## src/sorted_priority_queue_macros.svh

```systemverilog
// ----------------------------------------------------------------------------
// sorted priority queue assertion macros
// concurrent assertion wrappers, empty when SYNTH is defined
// ----------------------------------------------------------------------------
`ifndef SORTED_PRIORITY_QUEUE_MACROS_SVH
`define SORTED_PRIORITY_QUEUE_MACROS_SVH

`ifndef SYNTH
// property checked at every edge outside reset
`define SPQ_ASSERT(label, clk, rst_n, prop) \
    label: assert property (@(posedge clk) disable iff (!rst_n) prop) \
        else $error("sorted_priority_queue assertion failed");
// property checked at every edge, reset included
`define SPQ_ASSERT_ALWAYS(label, clk, prop) \
    label: assert property (@(posedge clk) prop) \
        else $error("sorted_priority_queue assertion failed");
`else
`define SPQ_ASSERT(label, clk, rst_n, prop)
`define SPQ_ASSERT_ALWAYS(label, clk, prop)
`endif

`endif

```

## src/spq_pkg.sv

```systemverilog
// ----------------------------------------------------------------------------
// spq_pkg
// types and codes shared by the sorted priority queue
// ----------------------------------------------------------------------------
package spq_pkg;

    localparam int DEPTH_DEFAULT = 8;

    // request codes
    localparam logic [1:0] REQ_INSERT = 2'd0;
    localparam logic [1:0] REQ_POP    = 2'd1;
    localparam logic [1:0] REQ_PEEK   = 2'd2;

    // status codes
    localparam logic [1:0] ST_OK    = 2'd0;
    localparam logic [1:0] ST_FULL  = 2'd1;
    localparam logic [1:0] ST_EMPTY = 2'd2;

    typedef struct packed {
        logic [1:0] req_type;
        logic [7:0] payload;
        logic [7:0] prio;
    } t_req_item;

    typedef struct packed {
        logic [1:0] status;
        logic [7:0] front_payload;
        logic [7:0] front_prio;
    } t_rsp_item;

    typedef struct packed {
        logic [7:0] prio;
        logic [7:0] payload;
    } t_entry;

    // broadcast from the top level to every cell
    typedef struct packed {
        logic       insert;
        logic       pop;
        logic [7:0] prio;
        logic [7:0] payload;
    } t_cell_ctl;

endpackage

```

## src/spq_if.sv

```systemverilog
// ----------------------------------------------------------------------------
// spq_if
// valid/ready channels for requests and responses
// ----------------------------------------------------------------------------
interface spq_req_if;
    logic               valid;
    logic               ready;
    spq_pkg::t_req_item data;

    modport source (output valid, output data, input ready);
    modport sink   (input valid, input data, output ready);
endinterface

interface spq_rsp_if;
    logic               valid;
    logic               ready;
    spq_pkg::t_rsp_item data;

    modport source (output valid, output data, input ready);
    modport sink   (input valid, input data, output ready);
endinterface

```

## src/spq_cell.sv

```systemverilog
// ----------------------------------------------------------------------------
// spq_cell
// one queue slot: keeps, takes the new entry, or takes a neighbor's entry
// ----------------------------------------------------------------------------
module spq_cell (
    input  logic               i_clk,
    input  spq_pkg::t_cell_ctl i_ctl,
    input  logic               i_live,
    input  logic               i_prev_le,
    input  spq_pkg::t_entry    i_prev,
    input  spq_pkg::t_entry    i_next,
    output spq_pkg::t_entry    o_entry,
    output logic               o_le
);

    spq_pkg::t_entry r_entry;
    spq_pkg::t_entry n_entry;
    logic            w_le;

    // live entry that stays ahead of the new one
    assign w_le = i_live && (r_entry.prio <= i_ctl.prio);

    always_comb begin
        n_entry = r_entry;
        if (i_ctl.insert) begin
            if (w_le) begin
                n_entry = r_entry;
            end else if (i_prev_le) begin
                n_entry.prio    = i_ctl.prio;
                n_entry.payload = i_ctl.payload;
            end else begin
                n_entry = i_prev;
            end
        end else if (i_ctl.pop) begin
            n_entry = i_next;
        end
    end

    always_ff @(posedge i_clk) begin
        r_entry <= n_entry;
    end

    assign o_entry = r_entry;
    assign o_le    = w_le;

endmodule

```

## src/sorted_priority_queue.sv

```systemverilog
// ----------------------------------------------------------------------------
// sorted_priority_queue
// bounded priority queue held as a row of sorted cells
// ----------------------------------------------------------------------------
// requests arrive on i_req (insert, pop, peek) and every request gives
// exactly one response on o_rsp with a status and, for pop or peek, the
// front entry. cells hold entries in ascending priority; on insert every
// cell compares its priority with the new one at once and either keeps,
// takes the new entry or takes its left neighbor's; on pop every cell
// takes its right neighbor's entry. equal priorities leave in arrival order.
// the response is registered and valid in the cycle after the request
// transfer. throughput: one request per cycle while the receiver takes
// responses, set by the single compare-and-shift step of the cell row.
// reset clears the live count and the response valid flag; cell contents
// are not cleared and only live cells are ever read.
// when the receiver stalls, the response is held and a new request is
// taken only in the cycle that the held response leaves.
// ----------------------------------------------------------------------------
`include "sorted_priority_queue_macros.svh"

module sorted_priority_queue #(
    parameter int DEPTH = spq_pkg::DEPTH_DEFAULT
) (
    input  logic i_clk,
    input  logic i_rst_n,
    spq_req_if.sink   i_req,
    spq_rsp_if.source o_rsp
);

    localparam int CW = $clog2(DEPTH + 1);

    logic [CW-1:0]      r_count;
    logic [CW-1:0]      n_count;
    logic               r_rsp_valid;
    logic               n_rsp_valid;
    spq_pkg::t_rsp_item r_rsp;
    spq_pkg::t_rsp_item n_rsp;

    logic               w_accept;
    logic               w_full;
    logic               w_empty;
    logic               w_is_insert;
    logic               w_is_pop;
    logic               w_is_peek;
    spq_pkg::t_cell_ctl w_ctl;

    logic            [DEPTH-1:0] w_live;
    logic            [DEPTH-1:0] w_le;
    spq_pkg::t_entry [DEPTH-1:0] w_entry;

    assign i_req.ready = !r_rsp_valid || o_rsp.ready;
    assign w_accept    = i_req.valid && i_req.ready;

    assign w_full      = (r_count == CW'(DEPTH));
    assign w_empty     = (r_count == '0);
    assign w_is_insert = (i_req.data.req_type == spq_pkg::REQ_INSERT);
    assign w_is_pop    = (i_req.data.req_type == spq_pkg::REQ_POP);
    assign w_is_peek   = (i_req.data.req_type == spq_pkg::REQ_PEEK);

    always_comb begin
        w_ctl.insert  = w_accept && w_is_insert && !w_full;
        w_ctl.pop     = w_accept && w_is_pop && !w_empty;
        w_ctl.prio    = i_req.data.prio;
        w_ctl.payload = i_req.data.payload;
    end

    genvar gi;
    generate
        for (gi = 0; gi < DEPTH; gi++) begin : g_cell
            assign w_live[gi] = (r_count > CW'(gi));

            if (gi == 0) begin : g_first
                spq_cell u_cell (
                    .i_clk     (i_clk),
                    .i_ctl     (w_ctl),
                    .i_live    (w_live[gi]),
                    .i_prev_le (1'b1),
                    .i_prev    (w_entry[gi]),
                    .i_next    (w_entry[gi+1]),
                    .o_entry   (w_entry[gi]),
                    .o_le      (w_le[gi])
                );
            end else if (gi == DEPTH - 1) begin : g_last
                spq_cell u_cell (
                    .i_clk     (i_clk),
                    .i_ctl     (w_ctl),
                    .i_live    (w_live[gi]),
                    .i_prev_le (w_le[gi-1]),
                    .i_prev    (w_entry[gi-1]),
                    .i_next    (w_entry[gi]),
                    .o_entry   (w_entry[gi]),
                    .o_le      (w_le[gi])
                );
            end else begin : g_mid
                spq_cell u_cell (
                    .i_clk     (i_clk),
                    .i_ctl     (w_ctl),
                    .i_live    (w_live[gi]),
                    .i_prev_le (w_le[gi-1]),
                    .i_prev    (w_entry[gi-1]),
                    .i_next    (w_entry[gi+1]),
                    .o_entry   (w_entry[gi]),
                    .o_le      (w_le[gi])
                );
            end
        end
    endgenerate

    always_comb begin
        n_count = r_count;
        if (w_ctl.insert) begin
            n_count = r_count + CW'(1);
        end else if (w_ctl.pop) begin
            n_count = r_count - CW'(1);
        end
    end

    always_comb begin
        n_rsp_valid = r_rsp_valid;
        n_rsp       = r_rsp;
        if (w_accept) begin
            n_rsp_valid         = 1'b1;
            n_rsp.status        = spq_pkg::ST_OK;
            n_rsp.front_payload = '0;
            n_rsp.front_prio    = '0;
            if (w_is_insert) begin
                if (w_full) begin
                    n_rsp.status = spq_pkg::ST_FULL;
                end
            end else if (w_is_pop || w_is_peek) begin
                if (w_empty) begin
                    n_rsp.status = spq_pkg::ST_EMPTY;
                end else begin
                    n_rsp.front_payload = w_entry[0].payload;
                    n_rsp.front_prio    = w_entry[0].prio;
                end
            end
        end else if (o_rsp.ready) begin
            n_rsp_valid = 1'b0;
        end
    end

    always_ff @(posedge i_clk) begin
        if (!i_rst_n) begin
            r_count     <= '0;
            r_rsp_valid <= 1'b0;
        end else begin
            r_count     <= n_count;
            r_rsp_valid <= n_rsp_valid;
        end
    end

    always_ff @(posedge i_clk) begin
        r_rsp <= n_rsp;
    end

    assign o_rsp.valid = r_rsp_valid;
    assign o_rsp.data  = r_rsp;

    // live count stays within the row of cells
    `SPQ_ASSERT(a_count_bound, i_clk, i_rst_n, r_count <= CW'(DEPTH))
    // rejected insert leaves the count alone
    `SPQ_ASSERT(a_full_hold, i_clk, i_rst_n, (w_accept && w_is_insert && w_full) |=> (r_count == $past(r_count)))
    // pop from a non-empty queue frees exactly one cell
    `SPQ_ASSERT(a_pop_count, i_clk, i_rst_n, (w_accept && w_is_pop && !w_empty) |=> (r_count == $past(r_count) - CW'(1)))
    // front two cells stay in priority order
    `SPQ_ASSERT(a_sorted_front, i_clk, i_rst_n, (r_count >= CW'(2)) |-> (w_entry[0].prio <= w_entry[1].prio))
    // pop or peek on an empty queue reports empty
    `SPQ_ASSERT(a_empty_status, i_clk, i_rst_n, (w_accept && (w_is_pop || w_is_peek) && w_empty) |=> (o_rsp.data.status == spq_pkg::ST_EMPTY))

endmodule

```

## src/flat_wrapper.sv

```systemverilog
// flat-port wrapper written by rule: the top's interface ports become plain ports
module sorted_priority_queue_flat 
#(
    parameter int DEPTH = spq_pkg::DEPTH_DEFAULT
)
  (i_clk, i_rst_n, i_req_valid, i_req_data, i_req_ready, o_rsp_valid, o_rsp_data, o_rsp_ready);
  spq_req_if i_req_i ();
  spq_rsp_if o_rsp_i ();
  input  logic i_clk;
  input  logic i_rst_n;
  input wire logic [$bits(i_req_i.valid)-1:0] i_req_valid;
  input wire logic [$bits(i_req_i.data)-1:0] i_req_data;
  output wire logic [$bits(i_req_i.ready)-1:0] i_req_ready;
  output wire logic [$bits(o_rsp_i.valid)-1:0] o_rsp_valid;
  output wire logic [$bits(o_rsp_i.data)-1:0] o_rsp_data;
  input wire logic [$bits(o_rsp_i.ready)-1:0] o_rsp_ready;
  assign i_req_i.valid = i_req_valid;
  assign i_req_i.data = i_req_data;
  assign i_req_ready = i_req_i.ready;
  assign o_rsp_valid = o_rsp_i.valid;
  assign o_rsp_data = o_rsp_i.data;
  assign o_rsp_i.ready = o_rsp_ready;
  sorted_priority_queue #(.DEPTH(DEPTH)) u_core (.i_clk(i_clk), .i_rst_n(i_rst_n), .i_req(i_req_i), .o_rsp(o_rsp_i));
endmodule
```

## config.mk

```make
export PLATFORM = sky130hd
export DESIGN_NAME = sorted_priority_queue_flat
export DESIGN_NICKNAME = d
export VERILOG_FILES = /design/src/spq_pkg.sv /design/src/spq_if.sv /design/src/spq_cell.sv /design/src/sorted_priority_queue.sv /design/src/flat_wrapper.sv
export VERILOG_INCLUDE_DIRS = /design/src /design/src/src
export SDC_FILE = /design/constraint.sdc
export NUM_CORES = 1
export LEC_CHECK = 0
export BUFFER_PORTS_ARGS = -buffer_cell sky130_fd_sc_hd__buf_2
export CAP_MARGIN = 15
export CELL_PAD_IN_SITES_DETAIL_PLACEMENT = 0
export CELL_PAD_IN_SITES_GLOBAL_PLACEMENT = 2
export CORE_MARGIN = 1
export CORE_UTILIZATION = 42
export DETAILED_ROUTE_END_ITERATION = 8
export PLACE_DENSITY = 0.85
export REMOVE_ABC_BUFFERS = 1
export SETUP_SLACK_MARGIN = 0.15
export SLEW_MARGIN = 10
export SYNTH_ARGS = -nofsm -noshare
export SYNTH_HDL_FRONTEND = slang
export SYNTH_SLANG_ARGS = --single-unit
```

## constraint.sdc

```tcl
create_clock -name i_clk -period 5.2 [get_ports i_clk]
set_input_delay 1.04 -clock i_clk [delete_from_list [all_inputs] [get_ports i_clk]]
set_output_delay 1.04 -clock i_clk [all_outputs]
set_load 0.1 [all_outputs]
```

# --- Word-level counts from Yosys, hierarchy flattened ---
# Index checks and enable logic that the tools add are counted.
totals:
  input_bits: 22
  reg_bits: 151
  wordCells: 119
classes:
  mux: 37
  addsub: 2
  n_bitwise: 2
  eq_ne: 10
  order_cmp: 16
  reduce_logical: 31
ops:
  columns: ["operator", "count"]
  rows:
  - ["$mux 16", 29]
  - ["$le 8x8->1", 8]
  - ["$mux 18", 1]
  - ["$gt 4x3->1 const B", 4]
  - ["$reduce_and 2->1", 8]
  - ["$ne 2x2->1 const B", 7]
  - ["$logic_and 1x1->1", 13]
  - ["$gt 4x1->1 const B", 2]
  - ["$gt 4x2->1 const B", 2]
  - ["$mux 4", 2]
  - ["$add 4x1->4 const B", 1]
  - ["$eq 4x4->1 const B", 1]
  - ["$logic_not 4->1", 1]
  - ["$mux 2", 2]
  - ["$reduce_bool 2->1", 2]
  - ["$sub 4x1->4 const B", 1]
  - ["$logic_not 1->1", 3]
  - ["$mux 1", 3]
  - ["$reduce_or 3->1", 1]
  - ["$eq 2x1->1 const B", 1]
  - ["$eq 2x2->1 const B", 1]
  - ["$logic_not 2->1", 1]
  - ["$logic_or 1x1->1", 2]
  - ["$not 1->1", 2]

# --- Longest topological paths before layout ---
# Gate-level depths: netlist of run 1.
depth:
  word_depth: 7
  mapped_depth: 9

# --- Modules after synthesis ---
# A second synthesis of run 1 with hierarchy kept.
unflattened:
  cells_unflattened: 931
  area_unflattened_um2: 9659.3
by_module_without_submodules:
  columns: ["module", "seq_area_each_um2", "instances", "area_each_um2", "cells_per_inst"]
  rows:
  - ["spq_cell", 480.5, 8, 1057.3, 103]
  - ["sorted_priority_queue", 640.6, 1, 1201.2, 107]

# --- Least setup slack after synthesis of run 1 ---
# No wires, ideal clock.
synth_timing:
  kind: "input-to-reg"
  start: "input o_rsp_ready"
  end: "register u_core.g_cell[6].g_mid.u_cell.r_entry, in the netlist u_core.g_cell[6].g_mid.u_cell.o_entry[0] (enable)"
  setup_ns: 0.411
  path_stages: 6
  path_slack_ns: 0.461
  arrival_ns: 4.328
  required_ns: 4.789
  path_cell_list: "nand2b_1 > and2_1 > clkbuf_1 > nand2_1 > clkbuf_1 > o21ai_0"
synth_via:
  elab_chain_cells: 6
synth_rtl:
  columns: ["item", "line_no", "text"]
  rows:
  - ["from (decl)", "flat_wrapper.sv:16", "input wire logic [$bits(o_rsp_i.ready)-1:0] o_rsp_ready;"]
  - ["$logic_or 1x1->1 *", "sorted_priority_queue.sv:51", "assign i_req.ready = !r_rsp_valid || o_rsp.ready;"]
  - ["$logic_and 1x1->1 *", "sorted_priority_queue.sv:52", "assign w_accept = i_req.valid && i_req.ready;"]
  - ["$logic_and 1x1->1 (on tied branches) (2 in a row)", "sorted_priority_queue.sv:61, sorted_priority_queue.sv:62", null]
  - ["$ne 2x2->1 (no source line) or $reduce_bool 2->1 (tied branches)", null, null]
  - ["$reduce_and 2->1 (no source line) *", null, null]
  - ["to (signal assigned)", "spq_cell.sv:40", "r_entry <= n_entry;"]
  - ["to (decl)", "spq_cell.sv:16", "spq_pkg::t_entry r_entry;"]
# Every way passes the cells marked *; elsewhere a longest branch is shown, timed or not.
# A chain may end at the register's enable or synchronous reset.

# --- Worst setup path after layout of run 1 ---
layout_timing:
  start: "input i_req_data[7]"
  end: "register u_core.g_cell[5].g_mid.u_cell.r_entry, in the netlist u_core.g_cell[5].g_mid.u_cell.o_entry[15] (enable)"
layout_via:
  elab_chain_cells: 4
layout_rtl:
  columns: ["item", "line_no", "text"]
  rows:
  - ["from (decl)", "flat_wrapper.sv:12", "input wire logic [$bits(i_req_i.data)-1:0] i_req_data;"]
  - ["$le 8x8->1", "spq_cell.sv:21", "assign w_le = i_live && (r_entry.prio <= i_ctl.prio);"]
  - ["$logic_and 1x1->1", "spq_cell.sv:21", null]
  - ["$ne 2x2->1 (no source line)", null, null]
  - ["$reduce_and 2->1 (no source line)", null, null]
  - ["to (signal assigned)", "spq_cell.sv:40", null]
  - ["to (decl)", "spq_cell.sv:16", null]
# Every way passes these cells.

==> results.yml, run 1 <==
outcome:
  outcome: "completed"
cells_and_area:
  nFillCells: 2181
  antenna-diode-count: 0
  fin_util: 0.4798
  final-seq-area_um2: 4484
  drive_gt1_frac: 0.1569
  multi_input_area_um2: 4900
  area_delta_synth_final_pct: 10.74
  nets: 1037
cts:
  clock_sinks: 151
  path_clk_slew_ns: 0.06
  cts_max_level: 4
  cts_buffer_depth: 2
  numCtsBuffers: 17
  cts_root_buf: "clkbuf_16"
  clkLatencyLatePin_ns: 0.43
  cts_resized: 0
  postCtsSetupRepairBufs: 0
  cts_hold_buf: 0
  cts_tree: "done"
grt:
  grt_use_total: 0.2286
  grt_first_pass_wirelength_mm: 42.55
  grt_max_degree: 205
  grt_antenna_before_repair: 0
  grt_overflow: 0
  grt_pass1_vias: 7487
setup_path:
  cp-startpoint: "i_req_data[7]"
  worst_path_max_delay_cell: "a211oi_4"
  cp_cell_sequence: "buf_2, inv_1, ha_1, nand4_2, nor2_4, a211oi_4, nor3_1, o21ai_1, buf_4"
  timing.rr.end: "u_core.g_cell[6].g_mid.u_cell.o_entry[15]"
  path_class: "in -> reg"
  cp_num_buf_inv: 3
  worst_r2r_startpoint: "u_core.r_count[1]"
  endpoint_kind: "register"
  rr_worst_depth: 8
  cpPeakStageDelay_ns: 0.72
  reg2reg_slack_ns: 2.41
  critical_path_arrival_ns: 3.49
  crit_family: "compound AO/OA/AOI/OAI gates"
  cp-start-kind: "input port"
  path_max_fanout: 24
  required_ns: 5.32
logic_synthesis:
  synth_common_cells: "edfxtp_1, nor2_1, o31ai_1, a31oi_1, ha_1"
  yosysSeqAreaShare: 0.4530
  syn_area_per_cell_um2: 10.53
  yosys_warnings: 0
  ys_ff_latch: 151
  synth_top_cell_by_area: "edfxtp_1"
  synth_edf_count: 146
  synthTopCellsByArea: "edfxtp_1, ha_1, o31ai_1, a31oi_1, nor2_1"
  synth_most_common_cell: "edfxtp_1"
  synth.distinct_cells: 48
  async_flop_share: 0
  netlist_area_um2: 9899
  syn_inst: 940
  synth_flop_cell: "edfxtp_1"
  synth_top_area_frac: 0.4429
floorplan:
  core_um2: 22850
  die_w_um: 155.5
  ioPinCount: 42
  die_h_um: 155.5
  die_area_um2: 24190
  start_util: 0.4333
  core.rowCount: 55
sta:
  period_minus_slack_ns: 3.368
  clock_skew_ns: 0.01268
  timing.final.crit_share: 0.6477
  slew_viol_final: 0
  relSlewSlack: 0.3818
  worst_slew_pin_slew_ns: 0.9244
  finalSetupTns_ns: 0
  rsz0062_at_grt: "no"
  hold_violations: 0
  finalSetupViolCount: 0
  fmax_mhz: 296.9
job:
  cap_violations: 0
detailed_routing:
  vias_per_cell: 6.108
  num_vias: 7751
  first_iter_violations: 528
  ant_nets: 0
  drc: 0
  route.final.wire_length_mm: 26.68
  wire_per_inst_um: 21.02
  dr.pass1.iters: 4
min_path:
  hold_depth: 2
  min_from: "u_core.o_rsp.valid"
  min_path_type: "reg -> reg"
  whs_endpoint: "u_core.o_rsp.valid"
pwr:
  p_leak_nw: 3.836
  ir_drop_mv: 0.1539
  powerDensity_nw_per_um2: 301.7
place:
  routabilityCongestion: 0.8005
  port_buffers: 41
  dpl.hpwl_mm: 18.25
logic make-up (layout without fill, tap and decap cells):
group,Yosys count,in the layout,synth area share
buffers and inverters,109,125,0.05940
muxes,17,17,0.01921
adders and majority gates,71,71,0.08974
AOI/OAI and AO/OA,277,277,0.1915
xor gates and xnor gates,1,1,0.0008849
DFF,151,151,0.4530
and+or+nand+nor,314,314,0.1863
registers in the layout, indices dropped and copies added, names as in the netlist:
register,cells
u_core.g_cell.g_mid.u_cell.o_entry,96
u_core.o_rsp.data,18
u_core.g_cell.g_first.u_cell.o_entry,16
u_core.g_cell.g_last.u_cell.o_entry,16
u_core.r_count,4
u_core.o_rsp.valid,1
worst max path at each step:
stage	endpoint	cells after the start	slack, ns
2_1_floorplan	u_core.g_cell[7].g_last.u_cell.o_entry[0]	4	-1.82
3_3_place_gp	u_core.g_cell[4].g_mid.u_cell.o_entry[2]	9	1.23
3_5_place_dp	u_core.g_cell[5].g_mid.u_cell.o_entry[5]	9	1.16
4_1_cts	u_core.g_cell[5].g_mid.u_cell.o_entry[8]	9	1.60
5_1_grt	u_core.g_cell[5].g_mid.u_cell.o_entry[8]	9	1.65
6_report	u_core.g_cell[5].g_mid.u_cell.o_entry[15]	9	1.83
cell usage in the layout (no fill, tap or decap), drive strengths merged, types with 2 or more instances in the layout:
master,n
nand2,41
nand3,5
ha,71
nor2,109
clkbuf,17
a21boi,2
or4,35
bufinv,4
mux2,16
a211o,3
dfxtp,5
a21oi,28
a211oi,7
o31ai,97
and3,19
inv,30
a31oi,96
and2,3
o21a,4
a21o,5
nand4,31
nor2b,10
nand4b,9
edfxtp,146
nor3,8
nand2b,4
o211ai,6
o21ai,26
or4b,36
buf,72
per-stage QoR:
stage	power, W	cell area (um2)	hold WS, ns	instances	worst slack (ns)
2_1_floorplan	0.001792	9394	0.5167	853	-1.823
3_3_place_gp	0.001949	10270	0.5586	1235	1.229
3_5_place_dp	0.001955	10270	0.5573	1235	1.164
4_1_cts	0.003329	10910	0.5671	1266	1.604
5_1_grt	0.003438	10960	0.5941	1269	1.646
6_report	0.003308	10960	0.5730	1269	1.832
where the power goes:
part / total (W) / switching [W] / internal [W]
registers: 0.00143 / 0.0000337 / 0.00140
logic: 0.000504 / 0.000358 / 0.000147
clock network: 0.00137 / 0.000555 / 0.000818
area by class of cell:
cell class,instances,area share
Multi-Input combinational cell,680,0.4469
Sequential cell,151,0.4090
Timing Repair Buffer,72,0.04280
Clock buffer,17,0.03880
Tap cell,313,0.03572
Clock inverter,14,0.01917
Inverter,22,0.007533
routing by layer:
| layer | part of all wire | global-route usage |
|---|---|---|
| met1 | 0.47 | 0.3202 |
| met3 | 0.032 | 0.03510 |
| met2 | 0.48 | 0.3713 |
| met4 | 0.015 | 0.05369 |
| met5 | 0 | 0 |
worst reg2reg max path: cells and delay by family, from the launching register on:
kind | cells | cell delay, ns
buffers and inverters | 3 | 0.79
DFF | 1 | 0.53
and+or+nand+nor | 2 | 0.46
AOI/OAI and AO/OA | 2 | 0.44
adders and majority gates | 1 | 0.26
Note: power is estimated with default switching activity, not from simulation.
==> run 2, diff against run 1 <==
- ABC_AREA: not set -> 1
- CORE_UTILIZATION: 42 -> 38
- clock period: 5.2 -> 3.5 ns (I/O delays scaled with it)
==> run 2 against run 1 <==
  * First-iteration DRC count up 5.5%
  * Wire length down 6.8%
  * Clock power up 32%
  * Clock-buffer cell count unchanged
  * Combinational power up 40%
  * Sequential power up 48%
  * Worst setup slack worse by 0.90 ns
  * Global-route usage down 2.8 points
  * Highest routed layer unchanged
  * Via count down 2.2%
  * Power up 40%
==> results.yml, run 2 <==
place:
  dpl-instance-area_um2: 10240
  dpl.hpwl_mm: 18.56
  port_buffers: 41
  routabilityCongestion: 0.7824
  place_ws_ns: 0.5011
pwr:
  ir_drop_mv: 0.2342
  p_sw_frac: 0.3045
  p_sw_w: 0.001410
  p_comb_frac: 0.153
  intPower_w: 0.003220
  pwr-share-clk: 0.391
  fin_total_pwr_w: 0.004630
  p_seq_frac: 0.456
  powerDensity_nw_per_um2: 428.0
  p_leak_nw: 5.234
detailed_routing:
  met3_wirelength_um: 843
  met1Wirelength_mm: 12.92
  route.final.wire_length_mm: 24.86
  top_layer: "met4"
  num_vias: 7577
  wl_met2_mm: 10.95
  dr.pass1.iters: 5
  ant_nets: 0
  wire_per_inst_um: 15.78
  drc: 0
  vias_per_cell: 4.811
  first_iter_violations: 557
setup_path:
  worst_r2r_startpoint: "u_core.r_count[0]"
  reg2reg_slack_ns: 0.98
  cp-startpoint: "i_req_data[2]"
  required_ns: 3.67
  path_class: "in -> reg"
  critical_path_arrival_ns: 2.74
  endpoint_kind: "register"
  cp-start-kind: "input port"
  path_max_fanout: 16
sta:
  hold_violations: 0
  finalSetupTns_ns: 0
  timing.final.crit_share: 0.7335
  slew_viol_final: 0
  fmax_mhz: 389.5
  fin_ws_ns: 0.9326
  period_minus_slack_ns: 2.567
  hold_slack_ns: 0.4988
  clock_skew_ns: 0.01833
  rsz0062_at_grt: "no"
  relSlewSlack: 0.4991
  worst_slew_pin_slew_ns: 0.7512
  finalSetupViolCount: 0
cells_and_area:
  nets: 1331
  nFillCells: 2510
  layout_commonest_cell: "nand2_1"
  design_area_um2: 10820
  area_delta_synth_final_pct: 12.61
  final_cell_mix: "nand2_1, nand3_1, edfxtp_1"
  antenna-diode-count: 0
  largest_reg_flops: 96
  drive_gt1_frac: 0.1047
logic_synthesis:
  synth_most_common_cell: "nand2_1"
  post_synth_xor_area_fraction: 0
  synth-compound-area-share: 0.03712
  synth_top_family_by_area: "simple AND/OR/NAND/NOR gates"
  synth_top_area_frac: 0.4564
  synthMuxAreaShare: 0
  syn_area_per_cell_um2: 8.080
  synth-simple-area-share: 0.3141
  syn_inst: 1189
  synthAdderAreaFrac: 0.09247
  yosysSeqAreaShare: 0.4668
  synth.distinct_cells: 33
  synthTopCellsByArea: "edfxtp_1, nand2_1, nand3_1, ha_1, inv_1"
  synth_flop_cell: "edfxtp_1"
  ys_ff_latch: 151
  synth_common_cells: "nand2_1, nand3_1, edfxtp_1, inv_1, ha_1"
  yosys_warnings: 0
  netlist_area_um2: 9607
  synth_edf_count: 146
  async_flop_share: 0
  synth_top_cell_by_area: "edfxtp_1"
grt:
  grt_overflow: 0
  grt_antenna_before_repair: 0
  grt_max_degree: 112
  grt_use_total: 0.2006
  grt_pass1_vias: 7360
  grt_first_pass_wirelength_mm: 40.48
cts:
  clkLatencyLatePin_ns: 0.44
  clock_sinks: 151
  cts_root_buf: "clkbuf_16"
  cts_buffer_depth: 2
  cts_resized: 0
  cts_max_level: 4
  postCtsSetupRepairBufs: 0
  cts_hold_buf: 0
  path_clk_slew_ns: 0.07
  numCtsBuffers: 17
  cts_tree: "done"
min_path:
  min_path_type: "reg -> reg"
  min_from: "u_core.o_rsp.valid"
floorplan:
  core.rowCount: 57
  die_w_um: 161
  die_area_um2: 25920
  die_h_um: 161
  ioPinCount: 42
  core_um2: 24530
  start_util: 0.3916
outcome:
  outcome: "completed"
job:
  cap_violations: 0
run 2: changes by cell type after synthesis, sizes merged, moves of 16 or more:
cell | before | now
nand3 | 5 | 216
a31oi | 96 | 2
nor2 | 109 | 44
clkbuf | 28 | 3
or4 | 35 | 0
and3 | 19 | 0
inv | 22 | 148
nand4 | 31 | 7
mux2 | 16 | 0
nand2 | 41 | 439
o31ai | 97 | 1
or4b | 36 | 0
run 2: kinds of logic after synthesis:
logic type	count (synthesis)
and+or+nand+nor	711
adders and majority gates	71
DFF	151
buffers and inverters	198
AOI/OAI and AO/OA	58
run 2: metrics by stage:
step | std cells | util
4_1_cts | 1575 | 0.4409
6_report | 1575 | 0.4409
2_1_floorplan | 1140 | -
3_3_place_gp | 1543 | 0.4174
5_1_grt | 1575 | 0.4409
3_5_place_dp | 1543 | 0.4174
run 2: power by group through the flow:
stage | combinational [W] | sequential (W) | clock, W
after global routing | 0.000796 | 0.00212 | 0.00193
after global placement | 0.000709 | 0.00215 | 0
final | 0.000708 | 0.00211 | 0.00181
after detailed placement | 0.000713 | 0.00215 | 0
after floorplan | 0.000391 | 0.00224 | 0
after CTS | 0.000717 | 0.00211 | 0.00185
run 2: path summary, 6_finish.rpt:
kind                                               to  cells after the start
max          u_core.g_cell[2].g_mid.u_cell.o_entry[8]                     14
min                                u_core.o_rsp.valid                      2
max reg2reg  u_core.g_cell[6].g_mid.u_cell.o_entry[2]                      8
min reg2reg                        u_core.o_rsp.valid                      2
run 2: worst max-delay path, stage by stage:
cell,delay [ns]
buf_2,0.12
inv_1,0.38
ha_1,0.33
nand2_1,0.07
inv_1,0.06
nand2_1,0.06
nand2_1,0.05
nand2_1,0.05
nand2_1,0.04
nand2_1,0.37
nand2_2,0.11
nand2_1,0.09
nand2_1,0.05
buf_4,0.22
run 2: layout make-up:
type / instances / area [um2] / area share
Inverter: 149 / 559.3 / 0.05170
Timing Repair Buffer: 79 / 515.5 / 0.04765
Clock buffer: 17 / 425.4 / 0.03932
Multi-Input combinational cell: 840 / 4275 / 0.3952
Tap cell: 324 / 405.4 / 0.03747
Sequential cell: 151 / 4484 / 0.4145
Clock inverter: 15 / 152.6 / 0.01411
run 2: layer usage:
layer | global-route usage | vias to the layer above
met1 | 0.2988 | 3416
li1 | - | 4009
met4 | 0.04117 | 0
met5 | 0 | -
met3 | 0.02851 | 5
met2 | 0.3086 | 147
==> run 3, diff against run 2 <==
- clock period: 3.5 -> 2.4 ns (I/O delays scaled with it)
==> run 3 against run 2 <==
  * Clock power up 55%
  * Worst setup slack lost 0.64 ns
  * Clock-buffer cell count unchanged
  * Final cell count rose by 2.8%
  * Combinational power rose by 61%
  * Largest cell class unchanged
  * Largest power group unchanged
  * Highest routed layer unchanged
==> results.yml, run 3 (synthesis gave the netlist of run 2 again) <==
pwr:
  ir_drop_mv: 0.3359
  p_comb_frac: 0.162
  intPower_w: 0.004980
  powerDensity_nw_per_um2: 618.2
  p_seq_frac: 0.439
  p_leak_nw: 5.521
  p_sw_w: 0.002042
  pwr-share-clk: 0.399
  fin_total_pwr_w: 0.007021
  p_sw_frac: 0.2908
floorplan:
  ioPinCount: 42
  die_area_um2: 25920
  die_w_um: 161
  die_h_um: 161
  core_um2: 24530
  core.rowCount: 57
  start_util: 0.3916
sta:
  clock_skew_ns: 0.01275
  timing.final.crit_share: 0.8774
  fmax_mhz: 474.9
  finalSetupViolCount: 0
  period_minus_slack_ns: 2.106
  slew_viol_final: 0
  rsz0062_at_grt: "no"
  hold_slack_ns: 0.3042
  worst_slew_pin_slew_ns: 0.5683
  relSlewSlack: 0.6202
  hold_violations: 0
grt:
  grt_overflow: 0
  grt_first_pass_wirelength_mm: 40.55
  grt_use_total: 0.1998
  grt_max_degree: 44
  grt_antenna_before_repair: 0
  grt_pass1_vias: 7734
outcome:
  outcome: "completed"
cts:
  clock_sinks: 151
  cts_buffer_depth: 2
  postCtsSetupRepairBufs: 0
  cts_tree: "done"
  cts_root_buf: "clkbuf_16"
  path_clk_slew_ns: 0.07
  numCtsBuffers: 17
  clkLatencyLatePin_ns: 0.43
  cts_max_level: 4
job:
  cap_violations: 0
detailed_routing:
  num_vias: 7702
  wire_per_inst_um: 15.16
  first_iter_violations: 421
  ant_nets: 0
  route.final.wire_length_mm: 24.55
  drc: 0
  vias_per_cell: 4.757
  dr.pass1.iters: 4
setup_path:
  timing.critical_path.mode_cell: "nand2_1"
  critical_path_arrival_ns: 2.37
  path_class: "reg -> reg"
  rr_worst_depth: 9
  crit_path_end: "u_core.g_cell[0].g_first.u_cell.o_entry[2]"
  cpPeakStageDelay_ns: 0.42
  cp-start-kind: "register"
  timing.rr.end: "u_core.g_cell[0].g_first.u_cell.o_entry[2]"
  required_ns: 2.66
  worst_path_max_delay_cell: "dfxtp_1"
  cp_cell_sequence: "inv_1, ha_1, nand3_2, nand2_1, nor2_4, buf_12, buf_6, nand2_1, o21ai_0"
  path_max_fanout: 43
  cp-startpoint: "u_core.r_count[0]"
  reg2reg_slack_ns: 0.29
  endpoint_kind: "register"
  worst_r2r_startpoint: "u_core.r_count[0]"
place:
  dpl.hpwl_mm: 19.19
  dpl-instance-area_um2: 10750
  numPlacedInstances: 1587
  routabilityCongestion: 0.7800
  port_buffers: 41
cells_and_area:
  nets: 1375
  drive_gt1_frac: 0.1344
  design_area_um2: 11360
  largest_reg_flops: 96
  antenna-diode-count: 0
  layout_commonest_cell: "nand2_1"
  fin_util: 0.4629
  instances_no_fill: 1619
  final_cell_mix: "nand2_1, nand3_1, edfxtp_1"
  area_delta_synth_final_pct: 18.22
min_path:
  min_path_type: "in -> reg"
  hold_depth: 3
-- run 3: cell types whose count changed in the layout (fill, tap and decap cells not counted), sizes merged --
cell,before,now
clkinvlp,2,1
bufinv,0,2
buf,79,123
inv,157,156
-- run 3: final cells by class --
type / count / area, um2
fillers: 2543 / 13180
flip-flops and latches: 151 / 4484
repair buffers: 123 / 1025
clock inverters: 15 / 182.7
clock buffers: 17 / 425.4
well taps: 324 / 405.4
inverters: 149 / 559.3
multi-input cells: 840 / 4275
-- run 3: per-layer routing --
layer	wire, um	global-route usage
met5	0	0
met4	193	0.04202
met3	705	0.02928
met2	11130	0.3248
met1	12520	0.2821
-- run 3: what timing repair did --
item | in CTS | in global routing
hold endpoints to repair | 0 | 0
gates resized for setup | 0 | 1
hold buffers | 0 | 0
setup endpoints to repair | 0 | 4
-- run 3: through the flow --
step	setup TNS (ns)	setup slack, ns
finish	0	0.2942
global route	0	0.1611
CTS	0	0.2400
detailed placement	-0.1677	-0.02430
global placement	0	0.03069
floorplan	-541.31	-3.700
-- run 3: power groups by stage --
stage / clock network (W) / logic, W / registers, W
CTS: 0.00285 / 0.00115 / 0.00308
detailed placement: 0 / 0.00115 / 0.00314
finish: 0.00280 / 0.00114 / 0.00308
global route: 0.00294 / 0.00128 / 0.00309
floorplan: 0 / 0.000570 / 0.00327
global placement: 0 / 0.00113 / 0.00313
-- run 3: worst min path at each step --
stage / start / to / slack, ns
2_1_floorplan: u_core.r_count[0] / u_core.r_count[0] / 0.47
3_3_place_gp: u_core.o_rsp.valid / u_core.o_rsp.valid / 0.49
3_5_place_dp: u_core.o_rsp.valid / u_core.o_rsp.valid / 0.50
4_1_cts: i_rst_n / u_core.r_count[3] / 0.29
5_1_grt: i_rst_n / u_core.r_count[3] / 0.32
6_report: i_rst_n / u_core.r_count[3] / 0.30
-- run 3: critical path, delay by kind of cell (launching register included) --
kind | cells | cell delay [ns]
AO/OA/AOI/OAI | 1 | 0.12
adder cells (fa/ha/maj) | 1 | 0.24
buffers and inverters | 3 | 0.57
flip-flops | 1 | 0.42
AND/OR/NAND/NOR | 4 | 0.56
